==> src/sv/hex_text_to_byte_decoder_top_assert.svh <==
// Assertion macros for the hex text decoder RTL.
`ifndef HEX_TEXT_TO_BYTE_DECODER_TOP_ASSERT_SVH
`define HEX_TEXT_TO_BYTE_DECODER_TOP_ASSERT_SVH
`ifndef ASSERT_OFF
// Check a property on every rising clock edge outside reset.
`define HEXD_ASSERT(label, prop, msg) \
  label: assert property (@(posedge clk_i) disable iff (!rst_ni) (prop)) else $error(msg);
// Check a property on every rising clock edge, reset included.
`define HEXD_ASSERT_ALWAYS(label, prop, msg) \
  label: assert property (@(posedge clk_i) (prop)) else $error(msg);
`else
`define HEXD_ASSERT(label, prop, msg)
`define HEXD_ASSERT_ALWAYS(label, prop, msg)
`endif
`endif

==> src/sv/hexd_pkg.sv <==
// Shared types, codes and digit decoding for the hex text decoder.
package hexd_pkg;

  localparam logic [7:0] CHAR_0     = 8'h30;
  localparam logic [7:0] CHAR_9     = 8'h39;
  localparam logic [7:0] CHAR_UA    = 8'h41;
  localparam logic [7:0] CHAR_UF    = 8'h46;
  localparam logic [7:0] CHAR_LA    = 8'h61;
  localparam logic [7:0] CHAR_LF    = 8'h66;
  localparam logic [7:0] CHAR_SPACE = 8'h20;

  localparam logic SEP_ENABLE_RESET = 1'b1;

  typedef enum logic [1:0] {
    ST_OK        = 2'd0,
    ST_BAD_DIGIT = 2'd1,
    ST_NO_SEP    = 2'd2,
    ST_LENGTH    = 2'd3
  } status_e;

  // Position inside a byte group.
  typedef enum logic [2:0] {
    POS_HIGH = 3'b001,
    POS_LOW  = 3'b010,
    POS_SEP  = 3'b100
  } pos_e;

  typedef struct packed {
    pos_e       pos;
    logic [3:0] high_nibble;
    status_e    err;
  } state_t;

  typedef struct packed {
    logic       byte_valid;
    logic [7:0] data_byte;
    status_e    status;
    logic       end_out;
  } result_t;

  typedef struct packed {
    logic       ok;
    logic [3:0] value;
  } digit_t;

  localparam state_t STATE_RESET = '{pos: POS_HIGH, high_nibble: 4'd0, err: ST_OK};

  function automatic digit_t hex_digit(input logic [7:0] c);
    digit_t d;
    logic [7:0] diff;
    d    = '{ok: 1'b0, value: 4'd0};
    diff = 8'd0;
    if (c >= CHAR_0 && c <= CHAR_9) begin
      diff = c - CHAR_0;
      d    = '{ok: 1'b1, value: diff[3:0]};
    end else if (c >= CHAR_UA && c <= CHAR_UF) begin
      diff = c - CHAR_UA + 8'd10;
      d    = '{ok: 1'b1, value: diff[3:0]};
    end else if (c >= CHAR_LA && c <= CHAR_LF) begin
      diff = c - CHAR_LA + 8'd10;
      d    = '{ok: 1'b1, value: diff[3:0]};
    end
    return d;
  endfunction

endpackage

==> src/sv/hexd_step.sv <==
// Next-state and result logic for one character of hex text.
module hexd_step (
  input  hexd_pkg::state_t  state_i,
  input  logic              sep_en_i,
  input  logic [7:0]        text_char_i,
  input  logic              end_of_text_i,
  output hexd_pkg::state_t  state_o,
  output hexd_pkg::result_t result_o
);

  hexd_pkg::digit_t dig;
  hexd_pkg::state_t nxt;
  hexd_pkg::pos_e   want;
  logic             valid;
  logic [7:0]       data;

  assign dig = hexd_pkg::hex_digit(text_char_i);

  always_comb begin
    nxt   = state_i;
    valid = 1'b0;
    data  = 8'd0;
    want  = sep_en_i ? hexd_pkg::POS_SEP : hexd_pkg::POS_HIGH;
    if (state_i.err == hexd_pkg::ST_OK) begin
      unique case (state_i.pos)
        hexd_pkg::POS_SEP: begin
          if (text_char_i == hexd_pkg::CHAR_SPACE) begin
            nxt.pos = hexd_pkg::POS_HIGH;
          end else begin
            nxt.err = hexd_pkg::ST_NO_SEP;
          end
        end
        hexd_pkg::POS_LOW: begin
          if (dig.ok) begin
            valid   = 1'b1;
            data    = {state_i.high_nibble, dig.value};
            nxt.pos = want;
          end else begin
            nxt.err = hexd_pkg::ST_BAD_DIGIT;
          end
        end
        default: begin
          if (dig.ok) begin
            nxt.high_nibble = dig.value;
            nxt.pos         = hexd_pkg::POS_LOW;
          end else begin
            nxt.err = hexd_pkg::ST_BAD_DIGIT;
          end
        end
      endcase
      // the string must end right after a completed pair
      if (nxt.err == hexd_pkg::ST_OK && end_of_text_i &&
          (nxt.pos != want || !valid)) begin
        nxt.err = hexd_pkg::ST_LENGTH;
      end
    end
    result_o = '{byte_valid: valid, data_byte: data, status: nxt.err,
                 end_out: end_of_text_i};
    state_o  = end_of_text_i ? hexd_pkg::STATE_RESET : nxt;
  end

endmodule

==> src/sv/hex_text_to_byte_decoder_top.sv <==
// Top level of the hex text to byte decoder.
//
//   channel | handshake               | payload
//   --------+-------------------------+-------------------------------------------
//   in      | in_valid_i / in_stall_o | text_char_i, end_of_text_i
//   out     | out_valid_o/ out_stall_i| byte_valid_o, data_byte_o, status_o, end_out_o
//   cfg     | cfg_valid_i/ cfg_ready_o| cfg_separator_enable_i
//
// One character per cycle while in_stall_o is low; its result is registered and shows in the next cycle.
// The only loop is the position/nibble/error state register, updated on each accepted character.
// The result register holds a request while out_stall_i is high; input stalls only
// then, and a new character is taken in the same cycle the held result leaves.
// Reset: separator mode on, position at high digit, no error, output empty.
module hex_text_to_byte_decoder_top (
  input  logic       clk_i,
  input  logic       rst_ni,
  input  logic       in_valid_i,
  output logic       in_stall_o,
  input  logic [7:0] text_char_i,
  input  logic       end_of_text_i,
  output logic       out_valid_o,
  input  logic       out_stall_i,
  output logic       byte_valid_o,
  output logic [7:0] data_byte_o,
  output logic [1:0] status_o,
  output logic       end_out_o,
  input  logic       cfg_valid_i,
  output logic       cfg_ready_o,
  input  logic       cfg_separator_enable_i
);

  `include "hex_text_to_byte_decoder_top_assert.svh"

  hexd_pkg::state_t  state_q, state_d;
  hexd_pkg::result_t result_q, result_d;
  logic              sep_en_q;
  logic              out_valid_q;
  logic              in_acc;

  assign cfg_ready_o = 1'b1;
  assign in_stall_o  = out_valid_q && out_stall_i;
  assign in_acc      = in_valid_i && !in_stall_o;

  hexd_step u_step (
    .state_i       (state_q),
    .sep_en_i      (sep_en_q),
    .text_char_i   (text_char_i),
    .end_of_text_i (end_of_text_i),
    .state_o       (state_d),
    .result_o      (result_d)
  );

  always_ff @(posedge clk_i or negedge rst_ni) begin
    if (!rst_ni) begin
      sep_en_q    <= hexd_pkg::SEP_ENABLE_RESET;
      state_q     <= hexd_pkg::STATE_RESET;
      out_valid_q <= 1'b0;
    end else begin
      if (cfg_valid_i && cfg_ready_o) begin
        sep_en_q <= cfg_separator_enable_i;
      end
      if (in_acc) begin
        state_q <= state_d;
      end
      // advance when a new request comes in, drop once the held one is taken
      if (in_acc) begin
        out_valid_q <= 1'b1;
      end else if (!out_stall_i) begin
        out_valid_q <= 1'b0;
      end
    end
  end

  always_ff @(posedge clk_i) begin
    if (in_acc) begin
      result_q <= result_d;
    end
  end

  assign out_valid_o  = out_valid_q;
  assign byte_valid_o = result_q.byte_valid;
  assign data_byte_o  = result_q.data_byte;
  assign status_o     = result_q.status;
  assign end_out_o    = result_q.end_out;

  `HEXD_ASSERT(a_byte_only_ok, out_valid_o && byte_valid_o |-> status_o == hexd_pkg::ST_OK, "byte with error status")
  `HEXD_ASSERT(a_no_byte_zero, out_valid_o && !byte_valid_o |-> data_byte_o == 8'd0, "data without byte")
  `HEXD_ASSERT(a_length_at_end, out_valid_o && status_o == hexd_pkg::ST_LENGTH |-> end_out_o, "length error before end")
  `HEXD_ASSERT(a_end_clears, in_acc && end_of_text_i |=> state_q == hexd_pkg::STATE_RESET, "state not cleared at end")
  `HEXD_ASSERT(a_err_latched, in_acc && !end_of_text_i && state_q.err != hexd_pkg::ST_OK |=> state_q.err == $past(state_q.err), "latched error changed")

endmodule
==> config.mk <==
export PLATFORM = sky130hd
export DESIGN_NAME = hex_text_to_byte_decoder_top
export DESIGN_NICKNAME = d
export VERILOG_FILES = /design/src/sv/hexd_pkg.sv /design/src/sv/hexd_step.sv /design/src/sv/hex_text_to_byte_decoder_top.sv
export VERILOG_INCLUDE_DIRS = /design/src /design/src/sv
export SDC_FILE = /design/constraint.sdc
export NUM_CORES = 1
export LEC_CHECK = 0
export ABC_AREA = 1
export BUFFER_PORTS_ARGS = -buffer_cell sky130_fd_sc_hd__buf_4
export CORE_MARGIN = 2
export CORE_UTILIZATION = 50
export DETAILED_ROUTE_END_ITERATION = 16
export PLACE_DENSITY = 0.74
export SLEW_MARGIN = 20
export SYNTH_ARGS = -nofsm -noshare
export SYNTH_HDL_FRONTEND = slang
export SYNTH_HIERARCHICAL = 1
export SYNTH_SLANG_ARGS = --single-unit
==> constraint.sdc <==
create_clock -name clk_i -period 2.95 [get_ports clk_i]
set_input_delay 0.295 -clock clk_i [delete_from_list [all_inputs] [get_ports clk_i]]
set_output_delay 0.295 -clock clk_i [all_outputs]
set_load 0.01 [all_outputs]
## After elaboration in Yosys (flattened, before gate mapping)

Index checks and enable logic that the tools add are counted.

- Add/sub/neg operators: 5
- Multiply operators: 0
- Divide/modulo/power cells: 0
- Order comparisons: 6
- Eq/ne operators: 6
- Shift-type cells: 0
- Mux-type cells: 22
- Bitwise logic cells: 0
- Reduce and logical (&&, ||, !) cells: 18

Operators with widths:

| cell | number |
|---|---|
| 2-to-1 mux 9 bit | 2 |
| >= comparator 8 x 7 -> 1 bit, second input constant | 2 |
| <= comparator 8 x 7 -> 1 bit, second input constant | 2 |
| 2-to-1 mux 5 bit | 3 |
| 2-to-1 mux 3 bit | 4 |
| subtractor 4 x 1 -> 4 bit, second input constant | 3 |
| 2-to-1 mux 2 bit | 5 |
| adder 4 bit, second input constant | 2 |
| == test 8 x 6 -> 1 bit, second input constant | 1 |
| >= comparator 8 x 6 -> 1 bit, second input constant | 1 |
| <= comparator 8 x 6 -> 1 bit, second input constant | 1 |
| logical AND 1 bit | 7 |
| 2-to-1 mux 7 bit | 1 |
| one-hot mux 3 bit (2 select lines) | 1 |
| 2-to-1 mux 1 bit | 5 |
| logical NOT 2 bit | 2 |
| 2-to-1 mux 4 bit | 1 |
| != test 2 x 1 -> 1 bit, second input constant | 2 |
| AND reduction 4 bit | 1 |
| nonzero test 2 bit | 2 |
| == test 3 x 2 -> 1 bit, second input constant | 1 |
| == test 3 bit, second input constant | 1 |
| != test 3 bit | 1 |
| AND reduction 3 bit | 1 |
| 4 further kinds | 5 |

- Flip-flop bits (word level): 23
- Bits in latches: 0
- RAM bits: 0
- Memory bits (read-only): 0
- Output and inout port bits: 15
- Logic and storage cells: 66
- Memories: 0

## Depth between registers and ports, before layout

Gate-level depths: netlist of the first run.

- Word-level depth: 14
- Gate-level depth with buffers: 14
- Gate-level depth less buffers: 14

## By module

The synthesis of the first run kept the hierarchy.

By module, submodules not included:

| module | times used | cells each | area an instance (µm²) | sequential area each (µm²) |
|---|---|---|---|---|
| hex_text_to_byte_decoder_top | 1 | 63 | 837.1 | 638.1 |
| hexd_step | 1 | 111 | 640.6 | 0.0 |

## Least setup slack after synthesis of the first run

OpenSTA, ideal clock, no wires.

- Path kind: input-to-reg
- From: input text_char_i[0]
- To: register state_q[0] (netlist bit)
- Arrival time: 1559 ps
- Path slack: 1326 ps
- Stages on the path: 13
- Path buffers: 0
- Cells stage by stage: inv_1 > ha_1 > o21ai_1 > nand2_1 > nand2_4 > nand3_4 > a21boi_2 > nand3_2 > nand2_1 > nand2_1 > a21oi_1 > nand3_1 > nand2_1

RTL lines:

| element | RTL line | text |
|---|---|---|
| start, declared | hex_text_to_byte_decoder_top.sv:19 | `input logic [7:0] text_char_i,` |
| end signal, assigned | hex_text_to_byte_decoder_top.sv:56 | `state_q <= hexd_pkg::STATE_RESET;` |
| end signal, assigned | hex_text_to_byte_decoder_top.sv:63 | `state_q <= state_d;` |
| end, declared | hex_text_to_byte_decoder_top.sv:34 | `hexd_pkg::state_t state_q, state_d;` |

## Worst setup path in the final report of the first run

- From: register state_q[6] (netlist bit)
- To: register state_q[3] (netlist bit)

- Longest elaborated chain between the ends: 4

RTL lines:

| element | RTL line | text |
|---|---|---|
| == test 3 bit or == test 3 x 2 -> 1 bit (tied branches) | hexd_step.sv:25 | `unique case (state_i.pos)` |
| OR reduction 2 bit (no line) * | - |  |
| != test 2 x 1 -> 1 bit (no line) * | - |  |
| AND reduction 4 bit (no line) * | - |  |

Mark *: on every way between the ends. The rest lies on a longest branch, timed or not.
A chain may end at the register's enable or synchronous reset.

==> flow_metrics.tcl, run 1 <==
set metrics [dict create \
    cts_tree "done" \
    cts_resized 0 \
    row_count 19 \
    drv_slew 0 \
    wirelength_mm 2.80 \
    multi_input_area_sq_um 671 \
    swShare 0.344 \
    yosys_warnings 6 \
    drt-wirelength-per-cell_microns 12.1 \
    switching_power_uw 272 \
    fill_cells 236 \
    skew_ns 0.00566 \
    crit_path_end_kind "flip-flop" \
    insertion_delay_ns 0.31 \
    io_buffer_count 28 \
    worst_r2r_endpoint "state_q[3]" \
    synth_edf_count 12 \
    synthArstFlopShare 0.478 \
    synth_seq_area_share 0.432 \
    startpoint_type "flip-flop" \
    clkSlewWorstSetupHoldPaths_ns 0.13 \
    period_needed_ns 1.76 \
    synth_cells 174 \
    grt_pass1_wl_mm 5.13 \
    r2r_setup_slack_ns 1.19 \
    syn_area_sq_um 1480 \
    max_freq_mhz 567 \
    antenna_found_initial 0 \
    antenna_cells 0 \
    synthFlopType "edfxtp_1" \
    die_x_microns 58.4 \
    drtIter0Drc 22 \
    grt_max_degree 14 \
    critical-path-slowest-cell "dfstp_2" \
    ys_types 31 \
    clockPowerShare 0.184 \
    viasPerCell 5.13 \
    dp.cells 227 \
    crit_fanout 9 \
    regArea_sq_um 638 \
    peakVddDrop_mv 0.371 \
    placed_area_sq_um 1670 \
    power_uw 791 \
    place.gp.congestion 0.894 \
    finalHoldViolCount 0 \
    design.die.area_sq_um 3410 \
    drc 0 \
    reg2reg_from "state_q[6]" \
    power_frac_seq 0.513 \
    coreArea_sq_um 2780 \
    clock_sinks 23 \
    vias 1191 \
    crit_buf_inv 0 \
    worstHoldEndpoint "sep_en_q" \
    fin_crit_sh 0.598 \
    finalSetupTns_ns 0 \
    final_area_sq_um 1710 \
    drtAntennaViolNets 0 \
    syn_to_final_growth_pct 15.6 \
    firstDrtPassIters 4 \
    drv_cap 0 \
    instances_no_fill 232 \
    hp-start "cfg_valid_i" \
    internal_power_uw 519 \
    nNetsFinal 221 \
    drive_gt1_frac 0.279 \
    cts_buffers 3 \
    setup_viol 0 \
    cts_max_level 1 \
    cp_cell_sequence "nor3_2, nor2_1, nand3_4, o21ai_0, a21oi_1, nand3_1, nand2_1" \
    combPwrFrac 0.304 \
    avgSynthCellArea_sq_um 8.49 \
    power.density_nw_per_um2 463 \
    ios 30 \
    arrival_ns 1.98 \
    r2r_cells 7 \
    status "finished clean" \
    clk_path_buf_depth 2 \
    min_delay_path_depth 2 \
    path_class "flip-flop to flip-flop" \
    synth-seq-cells 23 \
    crit_family "simple AND/OR/NAND/NOR gates" \
    p_leak_uw 0.000846 \
    crit_required_ns 3.17 \
    start_util 0.531 \
    grt_pass1_vias 1251 \
    slowest_delay_ns 0.60 \
    cts_root_buf "clkbuf_4" \
    syn-num-nets 193 \
    grt_overflow 0 \
    dieHeight_microns 58.4 \
    rsz0062_at_grt "no" \
    grt_usage 0.196 \
    hold_class "input port to flip-flop" \
    hpwl_mm 2.26 \
]
[flip-flops by register name (all words and copies together) (netlist names)]
name and count:
sep_en_q 1, state_q 9, status_o 2, out_valid_o 1
end_out_o 1, data_byte_o 8, byte_valid_o 1
[cell type report]
| type | instances | share of cell area |
|---|---|---|
| clock buffers | 3 | 0.0132 |
| clock inverters | 1 | 0.00293 |
| inverters | 30 | 0.0659 |
| multi-input cells | 115 | 0.393 |
| flip-flops and latches | 23 | 0.374 |
| well taps | 31 | 0.0227 |
| repair buffers | 29 | 0.129 |
[through the flow]
stage          worst slack [ns]  hold slack [ns]  utilization
4_1_cts                    1.21            0.136        0.614
2_1_floorplan              1.33        -0.000591            -
3_5_place_dp               1.05            0.136        0.601
6_report                   1.19            0.144        0.614
5_1_grt                    1.02            0.147        0.614
3_3_place_gp               1.13            0.137        0.601
[worst max-delay path by stage]
| stage | from | to | slack (ns) | depth (start not counted) |
|---|---|---|---|---|
| floorplan | text_char_i[0] | state_q[0] | 1.33 | 13 |
| global placement | text_char_i[0] | state_q[5] | 1.13 | 12 |
| detailed placement | text_char_i[0] | state_q[5] | 1.05 | 12 |
| CTS | state_q[6] | state_q[5] | 1.21 | 7 |
| global route | state_q[6] | state_q[5] | 1.02 | 7 |
| finish | state_q[6] | state_q[3] | 1.19 | 7 |
[logic make-up after synthesis]
logic type	Yosys count	synth area share
adder cells (fa/ha/maj)	4	0.0339
buffers and inverters	36	0.114
AO/OA/AOI/OAI	27	0.104
AND/OR/NAND/NOR	81	0.301
other	1	0.00254
flip-flops	23	0.432
XOR/XNOR	2	0.0119
[placed cells by master (no fill, tap or decap), drive strengths merged]
master	synthesis	routed
a211oi	1	1
a21boi	1	1
a21oi	8	8
a31oi	1	1
a41oi	1	1
buf	6	28
clkbuf	0	3
clkinv	0	1
conb	1	1
dfrtp	9	9
dfstp	2	2
dlygate4sd3	0	1
edfxtp	12	12
ha	4	4
inv	30	30
nand2	41	41
nand3	13	13
nand4	3	3
nor2	21	21
nor3	3	3
o21a	1	1
o21ai	13	13
o31ai	1	1
xor2	2	2
[power by group through the flow]
stage | clock [uW] | combinational (uW) | sequential [uW]
floorplan | 0 | 164 | 415
global placement | 0 | 230 | 412
detailed placement | 0 | 238 | 412
CTS | 150 | 241 | 406
global route | 164 | 273 | 411
finish | 145 | 240 | 406
[synthesized netlist by cell type, drive strengths merged, types with 3 or more instances]
cell type  instances  area, sq um
a21oi              8         40.0
buf                6         56.3
dfrtp              9          225
edfxtp            12          360
ha                 4         50.1
inv               30          113
nand2             41          196
nand3             13         95.1
nand4              3         18.8
nor2              21         98.8
nor3               3         36.3
o21ai             13         65.1
[what timing repair did]
item                      CTS  global route
setup buffers               0             0
hold buffers                1             0
hold endpoints to repair   11             0
[layer usage]
metal  vias up  share of wire  track usage
met5         -              0            0
met4         0          0.025       0.0797
met3         8          0.044       0.0264
met2        41           0.50        0.339
met1       530           0.43        0.249
li1        612              -            -
[worst reg2reg max path, cell delays in order (launching register included)]
cell	delay (ns)
dfstp_2	0.60
nor3_2	0.09
nor2_1	0.35
nand3_4	0.17
o21ai_0	0.26
a21oi_1	0.07
nand3_1	0.09
nand2_1	0.06
Note: power is estimated with default switching activity, not from simulation.
==> run 2, diff against run 1 <==
CORE_UTILIZATION = 49   (was 50)
PLACE_DENSITY = 0.75   (was 0.74)
clock period = 1.6 ns   (was 2.95 ns; I/O delays follow)
==> flow_metrics.tcl, run 2 (synthesis results as in run 1) <==
set metrics [dict create \
    status "complete, but fails checks" \
    failed_checks "design-rule violations, negative setup slack" \
    hp-start "cfg_valid_i" \
    grt_pass1_wl_mm 5.23 \
    clkSlewWorstSetupHoldPaths_ns 0.13 \
    grt_max_degree 14 \
    finalSetupTns_ns -0.0210 \
    crit_family "flip-flops" \
    period_needed_ns 1.62 \
    fin_crit_sh 1.01 \
    multi_input_area_sq_um 699 \
    p_leak_uw 0.000910 \
    skew_ns 0.00623 \
    drtAntennaViolNets 0 \
    placed_area_sq_um 1750 \
    drv_cap 0 \
    dieHeight_microns 58.9 \
    reg2reg_from "state_q[6]" \
    antenna_found_initial 0 \
    drv_slew 0 \
    drc 2 \
    syn_to_final_growth_pct 24.5 \
    clock_sinks 23 \
    grt_overflow 0 \
    path_common_cell "nand2_1" \
    power.density_nw_per_um2 852 \
    finalHoldViolCount 0 \
    die_x_microns 58.9 \
    insertion_delay_ns 0.30 \
    vias 1268 \
    max_freq_mhz 617 \
    dr_wl_met2_mm 1.72 \
    cts_max_level 1 \
    crit_buf_inv 1 \
    design.die.area_sq_um 3470 \
    wl_met3_microns 130 \
    ios 30 \
    antenna_cells 0 \
    rsz0062_at_grt "yes" \
    setup_viol 1 \
    power_uw 1570 \
    grt_usage 0.196 \
    layout_common_cells "buf_4, nand2_1, inv_1" \
    wirelength_mm 3.10 \
    hpwl_mm 2.43 \
    cp_cell_sequence "nor3_4, inv_2, nand3_4, a21boi_2, nand3_2, nand2_1, nand2_1, a21oi_1, nand3_1, nand2_1" \
    cts_tree "done" \
    fill_cells 235 \
    instances_no_fill 245 \
    slowest_delay_ns 0.62 \
    firstDrtPassIters 10 \
    largest_register_ffs 9 \
    coreArea_sq_um 2810 \
    hold_class "input port to flip-flop" \
    viasPerCell 5.18 \
    startpoint_type "flip-flop" \
    final_common_cell "buf_4" \
    top_register "state_q" \
    m1WireLength_mm 1.21 \
    dp.cells 237 \
    place.gp.congestion 0.913 \
    clk_path_buf_depth 2 \
    r2r_setup_slack_ns -0.02 \
    critical-path-slowest-cell "dfstp_2" \
    cts_root_buf "clkbuf_4" \
    peakVddDrop_mv 0.605 \
    arrival_ns 1.87 \
    whs_ns 0.00477 \
    row_count 19 \
    final_area_sq_um 1840 \
    nNetsFinal 234 \
    regArea_sq_um 639 \
    layout_setup_ws_ns -0.0210 \
    io_buffer_count 28 \
    drt-wirelength-per-cell_microns 12.7 \
    crit_start "state_q[6]" \
    routed.top_layer "met4" \
    crit_path_end_kind "flip-flop" \
    grt_pass1_vias 1278 \
    drtIter0Drc 43 \
    crit_fanout 3 \
    start_util 0.527 \
    path_class "flip-flop to flip-flop" \
    crit_required_ns 1.85 \
    drive_gt1_frac 0.364 \
    cts_buffers 3 \
]
==> run 2: cell count changes in the layout (fill, tap and decap cells not counted), sizes merged <==
| cell | change |
|---|---|
| buf | +13 |
==> run 2: power breakdown <==
group | internal [uW] | leakage [uW] | switching [uW]
clock | 93.0 | 0.0000177 | 166
combinational | 235 | 0.000636 | 323
sequential | 700 | 0.000256 | 50.6
total | 1030 | 0.000910 | 539
==> run 2: cell type report <==
cell class | count | area share
Multi-Input combinational cell | 115 | 0.380
Inverter | 30 | 0.0612
Timing Repair Buffer | 42 | 0.175
Clock buffer | 3 | 0.0122
Clock inverter | 1 | 0.00272
Sequential cell | 23 | 0.348
Tap cell | 31 | 0.0211
==> run 2: worst paths after layout <==
kind	end	cells after the start
min in group asynchronous	state_q[8]	2
min	sep_en_q	2
max reg2reg	state_q[0]	10
max in group asynchronous	sep_en_q	2
min reg2reg	sep_en_q	2
max	state_q[0]	10
==> run 2: metal layers <==
layer / GRT usage / up-vias
li1: - / 637
met1: 0.216 / 592
met2: 0.378 / 33
met3: 0.0286 / 6
met4: 0.0649 / 0
met5: 0 / -
==> run 2: per-stage QoR <==
| stage | utilization | worst slack [ns] |
|---|---|---|
| floorplan | - | 0.105 |
| global placement | 0.622 | -0.0266 |
| detailed placement | 0.622 | -0.140 |
| CTS | 0.644 | 0.00950 |
| global route | 0.656 | -0.126 |
| finish | 0.656 | -0.0210 |
==> run 2: worst register-to-register path, delay by kind of cell, from the launching register on <==
kind,cells,cell delay [ns]
compound gates,2,0.31
buf+inv,1,0.08
flops,1,0.62
simple gates,7,0.57
==> run 2: timing repair <==
action                                  in CTS  in global routing
endpoints found under the setup margin       6                  8
endpoints found under the hold margin       11                  0
pin swaps                                    1                  4
gates resized for setup                      2                 11
hold buffers                                 1                  0
setup buffers                                2                  1
